### config.mk
export PLATFORM = sky130hd
export DESIGN_NAME = k_group_sequence_reverser
export DESIGN_NICKNAME = d
export VERILOG_FILES = /design/src/rtl/core/kgsr_pkg.sv /design/src/rtl/core/kgsr_cell.sv /design/src/rtl/core/k_group_sequence_reverser.sv
export SDC_FILE = /design/constraint.sdc
export NUM_CORES = 1
export LEC_CHECK = 0
export BUFFER_PORTS_ARGS = -buffer_cell sky130_fd_sc_hd__buf_2
export CAP_MARGIN = 0
export CORE_UTILIZATION = 55
export CTS_BUF_LIST = sky130_fd_sc_hd__clkbuf_2 sky130_fd_sc_hd__clkbuf_4 sky130_fd_sc_hd__clkbuf_8
export CTS_CLUSTER_SIZE = 12
export DETAILED_ROUTE_END_ITERATION = 8
export GPL_TIMING_DRIVEN = 0
export PLACE_DENSITY = 0.84
export RECOVER_POWER = 50
export SLEW_MARGIN = 20
export SYNTH_ARGS = -nofsm -noshare
export SYNTH_HDL_FRONTEND = slang
export SYNTH_SLANG_ARGS = --single-unit
### constraint.sdc
create_clock -name clk -period 14.1 [get_ports clk]
set_input_delay 0 -clock clk [delete_from_list [all_inputs] [get_ports clk]]
set_output_delay 0 -clock clk [all_outputs]
set_load 0.03 [all_outputs]
### src/rtl/core/kgsr_pkg.sv
package kgsr_pkg;

  // per-cycle shift controls shared by every cell of the row
  typedef struct packed {
    logic shift_up;  // take value from lower neighbor (push)
    logic shift_dn;  // take value from upper neighbor (pop)
  } cell_ctrl_t;

  localparam int CFG_W = 5;

endpackage

### src/rtl/core/kgsr_cell.sv
module kgsr_cell
  import kgsr_pkg::*;
#(
  parameter int VALUE_WIDTH = 32
) (
  input  logic                   clk,
  input  cell_ctrl_t             ctrl,
  input  logic [VALUE_WIDTH-1:0] from_lo,
  input  logic [VALUE_WIDTH-1:0] from_hi,
  output logic [VALUE_WIDTH-1:0] q
);

  logic [VALUE_WIDTH-1:0] q_r;
  logic [VALUE_WIDTH-1:0] q_nxt;

  always_comb begin
    q_nxt = q_r;
    if (ctrl.shift_up) begin
      q_nxt = from_lo;
    end else if (ctrl.shift_dn) begin
      q_nxt = from_hi;
    end
  end

  always_ff @(posedge clk) begin
    q_r <= q_nxt;
  end

  assign q = q_r;

endmodule

### src/rtl/core/k_group_sequence_reverser.sv
// k-group sequence reverser
//
// input channel: in_elem_value / in_list_end, one list element per word,
// accepted when in_valid is high and in_stall is low. output channel:
// out_value / out_run_last / out_list_end, taken when out_valid is high and
// out_stall is low. group_size is written through cfg_wr_en / cfg_wr_data;
// the user must write it only while the block is idle (the block does not
// enforce this); 0 acts as 1, values above MAX_GROUP act as MAX_GROUP.
//
// values are held in a row of MAX_GROUP cells that shift up on every accepted
// word. a full group drains newest first from cell 0, shifting down; a short
// group at list end drains oldest first. the first result word is valid the
// cycle after the word that completes the group, then one word per cycle
// while out_stall is low. the block fills or drains, never both, so it takes
// no new word until the whole group has drained.
//
// while out_stall is high the current result word holds and in_stall stays
// high. reset clears the held count and sets group_size to 1; the cells
// themselves are not cleared.
module k_group_sequence_reverser
  import kgsr_pkg::*;
#(
  parameter int MAX_GROUP   = 16,
  parameter int VALUE_WIDTH = 32
) (
  input  logic                   clk,
  input  logic                   rst_n,
  input  logic                   cfg_wr_en,
  input  logic [CFG_W-1:0]       cfg_wr_data,
  input  logic                   in_valid,
  output logic                   in_stall,
  input  logic [VALUE_WIDTH-1:0] in_elem_value,
  input  logic                   in_list_end,
  output logic                   out_valid,
  input  logic                   out_stall,
  output logic [VALUE_WIDTH-1:0] out_value,
  output logic                   out_run_last,
  output logic                   out_list_end
);

  localparam int CW   = $clog2(MAX_GROUP + 1);
  localparam int IW   = (MAX_GROUP > 1) ? $clog2(MAX_GROUP) : 1;
  localparam int CMPW = ((CW > CFG_W) ? CW : CFG_W) + 1;

  localparam logic ST_FILL  = 1'b0;
  localparam logic ST_DRAIN = 1'b1;

  localparam logic [CMPW-1:0] K_MAX = CMPW'(MAX_GROUP);

  logic             state_r, state_nxt;
  logic [CW-1:0]    cnt_r, cnt_nxt;
  logic             rev_r, rev_nxt;     // drain newest first
  logic             lend_r, lend_nxt;   // run ends the list
  logic [CFG_W-1:0] group_size_r;

  logic [CMPW-1:0]  k_eff;
  logic [CMPW-1:0]  n_held;
  logic             in_acc;
  logic             out_acc;
  logic [IW-1:0]    fwd_idx;
  cell_ctrl_t       ctrl;

  logic [VALUE_WIDTH-1:0] cell_q [MAX_GROUP];

  // config register
  always_ff @(posedge clk) begin
    if (!rst_n) begin
      group_size_r <= CFG_W'(1);
    end else if (cfg_wr_en) begin
      group_size_r <= cfg_wr_data;
    end
  end

  // clamp group size into 1..MAX_GROUP
  always_comb begin
    if (group_size_r == '0) begin
      k_eff = CMPW'(1);
    end else if (CMPW'(group_size_r) > K_MAX) begin
      k_eff = K_MAX;
    end else begin
      k_eff = CMPW'(group_size_r);
    end
  end

  assign in_stall  = (state_r == ST_DRAIN);
  assign out_valid = (state_r == ST_DRAIN);
  assign in_acc    = in_valid && !in_stall;
  assign out_acc   = out_valid && !out_stall;
  assign n_held    = CMPW'(cnt_r) + CMPW'(1);

  // push on accept; pop toward cell 0 only on a reversed drain
  assign ctrl.shift_up = in_acc;
  assign ctrl.shift_dn = out_acc && rev_r;

  always_comb begin
    state_nxt = state_r;
    cnt_nxt   = cnt_r;
    rev_nxt   = rev_r;
    lend_nxt  = lend_r;
    case (state_r)
      ST_FILL: begin
        if (in_acc) begin
          cnt_nxt  = CW'(n_held);
          lend_nxt = in_list_end;
          if (n_held >= k_eff) begin
            // full group, or size lowered below the held count
            state_nxt = ST_DRAIN;
            rev_nxt   = 1'b1;
          end else if (in_list_end) begin
            // short tail keeps its order
            state_nxt = ST_DRAIN;
            rev_nxt   = 1'b0;
          end
        end
      end
      ST_DRAIN: begin
        if (out_acc) begin
          cnt_nxt = cnt_r - CW'(1);
          if (cnt_r == CW'(1)) begin
            state_nxt = ST_FILL;
          end
        end
      end
      default: begin
        state_nxt = ST_FILL;
        cnt_nxt   = '0;
      end
    endcase
  end

  always_ff @(posedge clk) begin
    if (!rst_n) begin
      state_r <= ST_FILL;
      cnt_r   <= '0;
      rev_r   <= 1'b0;
      lend_r  <= 1'b0;
    end else begin
      state_r <= state_nxt;
      cnt_r   <= cnt_nxt;
      rev_r   <= rev_nxt;
      lend_r  <= lend_nxt;
    end
  end

  // row of value cells, cell 0 holds the newest word
  for (genvar i = 0; i < MAX_GROUP; i++) begin : g_cell
    logic [VALUE_WIDTH-1:0] lo, hi;
    if (i == 0) begin : g_lo_in
      assign lo = in_elem_value;
    end else begin : g_lo_nb
      assign lo = cell_q[i-1];
    end
    if (i == MAX_GROUP - 1) begin : g_hi_end
      assign hi = '0;
    end else begin : g_hi_nb
      assign hi = cell_q[i+1];
    end
    kgsr_cell #(
      .VALUE_WIDTH(VALUE_WIDTH)
    ) u_cell (
      .clk    (clk),
      .ctrl   (ctrl),
      .from_lo(lo),
      .from_hi(hi),
      .q      (cell_q[i])
    );
  end

  // oldest held word sits at cell cnt-1
  assign fwd_idx = IW'(cnt_r - CW'(1));

  assign out_value    = rev_r ? cell_q[0] : cell_q[fwd_idx];
  assign out_run_last = (cnt_r == CW'(1));
  assign out_list_end = out_run_last && lend_r;

  // held count never exceeds the row length
  a_cnt_bound: assert property (@(posedge clk) disable iff (!rst_n)
    CW'(MAX_GROUP) >= cnt_r)
    else $error("held count beyond cell row");

  // a draining run always has a word left
  a_drain_nonempty: assert property (@(posedge clk) disable iff (!rst_n)
    out_valid |-> (cnt_r != '0))
    else $error("drain with empty row");

  // filling never holds a full row
  a_fill_room: assert property (@(posedge clk) disable iff (!rst_n)
    (state_r == ST_FILL) |-> (cnt_r < CW'(MAX_GROUP)))
    else $error("row full while filling");

  // list end always starts a drain
  a_lend_drains: assert property (@(posedge clk) disable iff (!rst_n)
    (in_acc && in_list_end) |=> out_valid)
    else $error("list end did not drain");

endmodule

Yosys cells after proc, flatten, opt, wreduce, memory -nomap -nowiden
Index checks and enable logic that the tools add are counted.

Flip-flop bits (word level): 525. Latch bits: 0. RAM bits: 0. Memory bits (read-only): 0. Output and inout port bits: 36. Logic and storage cells: 92. Memories: 0.

Add/subtract/negate cells: 2. $mul: 0. Div/mod/pow operators: 0. Magnitude comparators: 3. Eq/ne operators: 3. Shift operators: 0. Multiplexer cells: 49. Bitwise gates (word level): 2. Reduce and logical (&&, ||, !) cells: 12.

Operators by type and width (count): 2-to-1 mux 32 bit (35); binary-select mux 32 bit (select 4 bit) (1); 2-to-1 mux 5 bit (4); case mux 5 bit (2 select lines) (1); 2-to-1 mux 1 bit (7); adder 5 x 1 -> 6 bit (second input constant) (1); >= comparator 6 bit (1); == test 5 x 1 -> 1 bit (second input constant) (1); >= comparator 5 bit (second input constant) (1); > comparator 5 bit (second input constant) (1); zero test 5 bit (1); inverter 4 -> 5 bit (1); subtractor 5 x 1 -> 5 bit (second input constant) (1); logical AND 1 bit (4); AND reduction 2 bit (2); nonzero test 2 bit (2); AND reduction 3 bit (1); zero test 1 bit (2); inequality test 2 x 1 -> 1 bit (second input constant) (1); inequality test 2 bit (second input constant) (1); case mux 1 bit (2 select lines) (1); inverter 1 bit (1).

Longest topological paths before layout
Gate-level depths: netlist (run 1).

Depth in word-level cells: 7. Depth in mapped cells: 14.

Modules after synthesis
A second synthesis (run 1) with hierarchy kept.

Cells, all modules: 1587. Area total of the unflattened synthesis: 29393.2 sq um.

By module, submodules not included: kgsr_cell (times used 16, cells each 69, area an instance 1507.7 sq um); k_group_sequence_reverser (times used 1, cells each 483, area an instance 5270.1 sq um).

Worst setup path after synthesis (run 1)
Ideal clock, no wire load.

Path type: reg-to-reg. Start point: register state_r (netlist: in_stall). End point: register g_cell[0].u_cell.q_r[0] (enable). Arrival: 9.614 ns. Required time: 10.475 ns. Path slack: 0.861 ns. Cell stages (with the launch flop): 5. Cell sequence: dfxtp_1 > nand2b_1 > clkbuf_1 > clkbuf_1 > nand2_1.

Longest elaborated chain between the ends: 3. Elaborated cells on any way between the ends: 5.

Ends and longest elaborated chain: from (decl) (RTL line k_group_sequence_reverser.sv:50) `logic state_r, state_nxt;`; from (signal assigned) (RTL line k_group_sequence_reverser.sv:138) `state_r <= state_nxt;`; zero test 1 bit / logical AND 1 bit (equally long branches) (RTL line k_group_sequence_reverser.sv:87, k_group_sequence_reverser.sv:88); logical AND 1 bit, on equally long branches (RTL line k_group_sequence_reverser.sv:87, k_group_sequence_reverser.sv:93); nonzero test 2 bit (no line) (*); to (signal assigned) (RTL line kgsr_cell.sv:26) `q_r <= q_nxt;`; to (decl) (RTL line kgsr_cell.sv:13) `logic [VALUE_WIDTH-1:0] q_r;`.

Mark *: on every way between the ends. The rest lies on a longest branch, timed or not. A chain may end at the register's enable or synchronous reset.

Worst setup path after layout (run 1)
Start point: register cnt_r[0]. End point: output port out_value[1].

Longest elaborated chain between the ends: 6.

Ends and longest elaborated chain: from (decl) (RTL line k_group_sequence_reverser.sv:51) `logic [CW-1:0] cnt_r, cnt_nxt;`; from (signal assigned) (RTL line k_group_sequence_reverser.sv:139) `cnt_r <= cnt_nxt;`; subtractor 5 x 1 -> 5 bit (RTL line k_group_sequence_reverser.sv:170) `assign fwd_idx = IW'(cnt_r - CW'(1));`; inverter 4 -> 5 bit (not written as such) (RTL line k_group_sequence_reverser.sv:172) `assign out_value = rev_r ? cell_q[0] : cell_q[fwd_idx];`; binary-select mux 32 bit (select 4 bit) (RTL line k_group_sequence_reverser.sv:172); 2-to-1 mux 32 bit (not written as such) (2 in a row) (RTL line k_group_sequence_reverser.sv:172); 2-to-1 mux 32 bit (RTL line k_group_sequence_reverser.sv:172); to (decl) (RTL line k_group_sequence_reverser.sv:36) `output logic [VALUE_WIDTH-1:0] out_value,`.

Every way passes these cells. The select of a mux whose other input is x is not followed.

==> flow_metrics.py, run 1 <==
metrics = {
    "synthesis": {
        "yosysTopAreaCell": "edfxtp_1",
        "syn_area_mm2": 0.02656,
        "syn_inst": 2534,
        "synth_edf_count": 512,
        "yosys_warnings": 0,
        "synth_nets": 2585,
        "ys_seq_area_share_pct": 58.87,
        "synth.top_cells.by_area": "edfxtp_1 (58%), nand2_1 (21%), mux4_2 (11%), clkbuf_1 (1.6%), mux2i_1 (1.4%)",
        "netlist.area_leader.share_pct": 57.89,
        "synth_seq_cells": 525,
        "avgSynthCellArea_um2": 10.48,
        "synth_flop_cell": "edfxtp_1",
        "ys_types": 40,
        "async_reset_ff_share_pct": 0,
    },
    "run_status": {
        "violations": "capacitance limit, slew limit",
        "outcome": "finished with violations",
    },
    "detailed_routing": {
        "wire_per_inst_um": 20.91,
        "drt-total-wl_um": 71940,
        "vias_per_cell": 5.951,
        "drtIter0Drc": 3086,
        "ant_nets": 0,
        "drtPass1Iterations": 6,
        "drc": 0,
        "dr_total_vias": 20470,
    },
    "place": {
        "postPlaceCellArea_mm2": 0.02797,
        "dpl_worst_slack_ns": 10.28,
        "gp_congestion": 0.8850,
        "hpwl_um": 50980,
        "dpl.cell_count": 3236,
        "place.port_buffers": 77,
    },
    "timing": {
        "setup_viol": 0,
        "rsz0062_at_grt": "no",
        "slew_viol_final": 38,
        "setup_ws_ns": 7.647,
        "finalCriticalPeriod_ns": 6.453,
        "whs_ns": 0.1048,
        "hold_viol": 0,
        "maxSlewHeadroom_pct": -31.56,
        "max_freq_ghz": 0.1550,
        "clock_skew_ns": 0.03489,
        "post-route-period-util_pct": 45.77,
        "worstMarginPinSlew_ns": 1.969,
    },
    "worst_setup_path": {
        "startpoint_type": "flip-flop",
        "critical_path_class": "reg2out",
        "end_kind": "output pin",
        "regToRegSetupSlack_ns": 8.99,
        "timing.rr.end": "cnt_r[1]",
        "cp.arrival_ns": 6.45,
        "reg2reg_from": "cnt_r[0]",
        "r2r.worst_path.cells": 12,
        "critical_path_required_ns": 14.10,
        "crit_fanout": 10,
    },
    "clocking": {
        "htree_levels": 3,
        "cts_buffers": 87,
        "clk_pin_slew_ns": 0.07,
        "clk_latency_ns": 0.69,
        "cts_tree": "yes",
        "cts_sinks": 525,
        "clk_path_buf_depth": 3,
        "cts_setup_buffers": 0,
        "root_buffer": "clkbuf_8",
    },
    "cells_and_area": {
        "n_antenna_cell": 0,
        "drive_above_1_share_pct": 13.98,
        "area_delta_synth_final_pct": 13.52,
        "postLayoutCoreUtil_pct": 63.28,
        "design_area_mm2": 0.03015,
        "fillers": 3511,
        "nNetsFinal": 2812,
        "fin_cells": 3440,
    },
    "hold_path": {
        "holdCritStartpoint": "in_elem_value[12]",
        "hold_path_class": "in2reg",
        "hold_end": "g_cell[0].u_cell.q[12]",
        "holdPathStages": 4,
    },
    "pwr": {
        "power.density_mw_per_mm2": 210.9,
        "p_leak_nw": 12.67,
        "vdd_drop_max_uv": 152.7,
    },
    "global_route": {
        "antenna_found_initial": 1,
        "grt_pass1_vias": 20490,
        "grt_pass1_wl_um": 110800,
        "grt_start_max_net_pins": 62,
        "grt_overflow_total": 0,
        "grt_usage_pct": 29.21,
    },
    "floorplanning": {
        "die_area_mm2": 0.04917,
        "row_count": 80,
        "ios": 79,
        "die_w_um": 221.7,
        "start_util_pct": 55.74,
        "die_h_um": 221.7,
        "core_area_mm2": 0.04765,
    },
    "flow_run": {
        "maxCapViolations": 1,
    },
}
## worst max path at each step
stage	slack, ns	depth (start not counted)	start	end
finish	7.65	12	cnt_r[0]	out_value[1]
global route	7.55	15	cnt_r[0]	out_value[17]
CTS	9.51	15	cnt_r[0]	out_value[16]
detailed placement	10.28	15	cnt_r[0]	out_value[13]
global placement	-3.93	4	in_stall	g_cell[3].u_cell.q[25]
floorplan	0.86	4	in_stall	g_cell[0].u_cell.q[0]
## layout make-up
type	instances	area, um2	area share [%]
well taps	615	769.5	2.552
multi-input cells	1807	10030	33.28
plain buffers	166	733.2	2.432
flip-flops and latches	525	15640	51.86
inverters	36	135.1	0.4482
repair buffers	138	1137	3.772
clock inverters	34	231.5	0.7678
clock buffers	119	1475	4.893
## power breakdown
group          internal (mW)  switching [mW]
clock                  0.730           0.632
sequential              2.29           0.306
combinational          0.873            1.53
## cells in the final DEF (no fill, tap or decap), drive strengths merged, types with 3 or more instances in the layout
| cell | Yosys | routed |
|---|---|---|
| buf | 49 | 129 |
| dlygate4sd3 | 0 | 51 |
| mux4 | 128 | 128 |
| mux2i | 38 | 38 |
| a21oi | 33 | 33 |
| nor2b | 6 | 6 |
| nor3 | 3 | 3 |
| o21ai | 39 | 39 |
| xnor2 | 5 | 5 |
| and2 | 36 | 36 |
| ha | 8 | 8 |
| clkinv | 0 | 28 |
| bufinv | 0 | 3 |
| inv | 36 | 37 |
| dfxtp | 13 | 13 |
| nand3 | 5 | 5 |
| nor2 | 3 | 3 |
| a32o | 32 | 32 |
| clkbuf | 117 | 243 |
| nand2 | 1451 | 1451 |
| edfxtp | 512 | 512 |
## sequential cells by signal, indices dropped and copies added (netlist names)
name	flops
lend_r	1
in_stall	1
cnt_r	5
rev_r	1
group_size_r	5
g_cell.u_cell.q	512
## routing by layer
layer	GRT usage (%)	part of all wire, %	vias up
li1	-	-	9092
met1	37.66	37	9618
met2	46.67	47	1537
met3	7.567	12	223
met4	13.37	3.7	0
met5	0	0	-
## cell families (layout without fill, tap and decap cells)
| kind of cell | count (synthesis) | count (layout) | share of synthesized area [%] |
|---|---|---|---|
| fa+ha+maj | 8 | 8 | 0.3769 |
| compound gates | 113 | 113 | 2.832 |
| mux | 167 | 167 | 12.33 |
| xor+xnor | 7 | 7 | 0.3015 |
| simple gates | 1512 | 1512 | 21.94 |
| flops | 525 | 525 | 58.87 |
| buf+inv | 202 | 493 | 3.354 |
## Yosys cell counts, drive strengths merged, types with 2 or more instances
master  number
mux2i       38
edfxtp     512
nand3        5
nor2b        6
o21ai       39
clkbuf     117
xor2         2
nor2         3
buf         49
a21o         2
xnor2        5
inv         36
ha           8
and3         2
and2        36
nand2b       2
a21oi       33
nand2     1451
a32o        32
dfxtp       13
nor3         3
mux4       128
## worst max-delay path, cell delays in order (launching register included)
cell and delay, ns:
dfxtp_1 0.41, clkbuf_1 0.63, clkbuf_1 0.90, clkbuf_1 0.56
clkbuf_1 0.54, inv_1 0.10, ha_1 0.33, xnor2_1 0.98
buf_2 0.39, nand2_1 0.07, a32o_1 0.25, a21oi_1 0.33
buf_2 0.28
## timing repair
item / 4_1_cts / 5_1_grt
hold endpoints to repair: 45 / 0
resized for setup: 0 / 0
hold buffers: 51 / 0
## metrics by stage
step	TNS, ns	power [mW]
2_1_floorplan	0	4.289
3_3_place_gp	-1987.74	5.009
3_5_place_dp	0	4.930
4_1_cts	0	6.297
5_1_grt	0	6.609
6_report	0	6.358
No activity file was read; power rests on OpenSTA's default activity.
==> inputs of run 2 (changes only) <==
Settings changed: PLACE_DENSITY 0.84 to 0.87.
Clock period 14.1 ns to 5.6 ns, I/O delays scaled along.
==> run 2 against run 1 <==
  * The flow now finishes without violations
  * Worst hold slack hardly changed
  * Utilization decreased by 0.34 points
  * Global-route usage rose by 0.22 points
  * Register-to-register slack worse by 7.1 ns
  * Cell area decreased by 0.54%
  * Clock-buffer cell count is 2 lower
  * Worst setup slack lost 7.2 ns
  * Die area is the same
  * Critical path depth increased by 2
  * First-iteration DRC count rose by 4.2%
  * Sequential power increased to 2.5 times the previous value
  * Highest routed layer unchanged
==> flow_metrics.py, run 2 (same netlist as run 1, synthesis figures left out) <==
metrics = {
    "global_route": {
        "grt_pass1_vias": 20750,
        "antenna_found_initial": 1,
        "grt_pass1_wl_um": 111800,
        "grt_usage_pct": 29.43,
        "grt_start_max_net_pins": 103,
        "grt_overflow_total": 0,
    },
    "clocking": {
        "clk_path_buf_depth": 3,
        "htree_levels": 3,
        "cts_tree": "yes",
        "root_buffer": "clkbuf_8",
        "cts_resized": 0,
        "cts_buffers": 88,
        "cts_sinks": 525,
        "clk_pin_slew_ns": 0.06,
        "clk_latency_ns": 0.68,
    },
    "timing": {
        "rsz0062_at_grt": "no",
        "slew_viol_final": 0,
        "setup_viol": 0,
        "post-route-period-util_pct": 91.20,
        "setup_ws_ns": 0.4926,
        "clock_skew_ns": 0.02863,
        "hold_viol": 0,
        "worstMarginPinSlew_ns": 1.146,
        "finalCriticalPeriod_ns": 5.107,
        "max_freq_ghz": 0.1958,
        "whs_ns": 0.1047,
        "maxSlewHeadroom_pct": 23.06,
    },
    "floorplanning": {
        "die_area_mm2": 0.04917,
        "die_w_um": 221.7,
        "die_h_um": 221.7,
        "start_util_pct": 55.74,
        "core_area_mm2": 0.04765,
        "row_count": 80,
        "ios": 79,
    },
    "cells_and_area": {
        "most-common-layout-cells": "nand2_1 (1,450), edfxtp_1 (512), mux4_2 (128)",
        "largest_reg_flops": 512,
        "fin_cells": 3436,
        "fillers": 3513,
        "postLayoutCoreUtil_pct": 62.94,
        "mostFrequentLayoutCell": "nand2_1",
        "area_delta_synth_final_pct": 12.91,
        "drive_above_1_share_pct": 13.72,
        "n_antenna_cell": 0,
        "nNetsFinal": 2808,
    },
    "detailed_routing": {
        "ant_nets": 0,
        "drtPass1Iterations": 8,
        "drt-total-wl_um": 72000,
        "drtIter0Drc": 3217,
        "vias_per_cell": 5.982,
        "wire_per_inst_um": 20.95,
        "dr_total_vias": 20550,
        "drc": 0,
    },
    "pwr": {
        "total_power_mw": 15.82,
        "power.density_mw_per_mm2": 527.4,
        "vdd_drop_max_uv": 343.4,
        "p_leak_nw": 12.60,
    },
    "worst_setup_path": {
        "end_kind": "output pin",
        "cpMostUsedCell": "buf_2",
        "path_cells": "clkbuf_1 > buf_6 > buf_6 > buf_4 > inv_1 > ha_1 > clkbuf_2 > buf_2 > buf_2 > mux4_2 > mux2i_1 > a32o_1 > a21oi_1 > buf_2",
        "startpoint_type": "flip-flop",
        "slowest_delay_ns": 0.67,
        "critical_path_required_ns": 5.60,
        "r2r.worst_path.cells": 12,
        "critical_path_class": "reg2out",
        "critPathSlowestCell": "clkbuf_1",
        "cp.arrival_ns": 5.11,
        "crit_fanout": 10,
    },
    "hold_path": {
        "holdPathStages": 4,
        "hold_path_class": "in2reg",
    },
    "flow_run": {
        "maxCapViolations": 0,
    },
    "place": {
        "place.port_buffers": 77,
        "gp_congestion": 0.8894,
        "hpwl_um": 50540,
        "dpl_worst_slack_ns": 1.786,
        "dpl.cell_count": 3231,
    },
    "run_status": {
        "outcome": "finished clean",
    },
}
[run 2: final timing paths]
check                                        startpoint                       to  slack (ns)
worst min register to register  g_cell[15].u_cell.q[11]  g_cell[14].u_cell.q[11]        0.53
worst max-delay path                           cnt_r[0]             out_value[1]        0.49
worst max register to register                 cnt_r[0]                 cnt_r[1]        1.88
worst min-delay path                  in_elem_value[14]   g_cell[0].u_cell.q[14]        0.10
[run 2: worst max-delay path, delay by kind of cell (launching register included)]
kind                       cells  cell delay [ns]
buffers and inverters          9             2.70
AOI/OAI and AO/OA              2             0.60
muxes                          2             0.38
adders and majority gates      1             0.33
DFF                            1             0.40
[run 2: metrics by stage]
step	TNS, ns	instance area (um2)
2_1_floorplan	0	26570
3_3_place_gp	-610.04	27720
3_5_place_dp	0	27870
4_1_cts	0	29990
5_1_grt	0	29990
6_report	0	29990
[run 2: per-layer routing]
metal | routed length, um | GRT usage, % | up-vias
met5 | 0 | 0 | -
met1 | 26250 | 37.61 | 9770
met4 | 2632 | 13.96 | 0
met3 | 8491 | 6.653 | 221
li1 | - | - | 9088
met2 | 34620 | 47.93 | 1475
[run 2: cell type report]
| type | count | area, um2 | share of cell area (%) |
|---|---|---|---|
| multi-input cells | 1807 | 10050 | 33.51 |
| well taps | 615 | 769.5 | 2.566 |
| plain buffers | 166 | 752.0 | 2.508 |
| inverters | 36 | 135.1 | 0.4506 |
| flip-flops and latches | 525 | 15640 | 52.14 |
| clock buffers | 117 | 1448 | 4.828 |
| repair buffers | 133 | 1030 | 3.434 |
| clock inverters | 37 | 168.9 | 0.5633 |
[run 2: where the power goes]
part           total (mW)  internal [mW]  switching (mW)  leakage [nW]
clock network        3.25           1.67            1.58         0.856
registers            6.52           5.76           0.755          5.08
logic                6.05           2.17            3.87          6.66
total                15.8           9.61            6.21          12.6
[run 2: timing repair]
action,in CTS,in global routing
hold endpoints to repair,45,0
hold buffers,51,0
setup endpoints to repair,0,0
buffers inserted,0,0
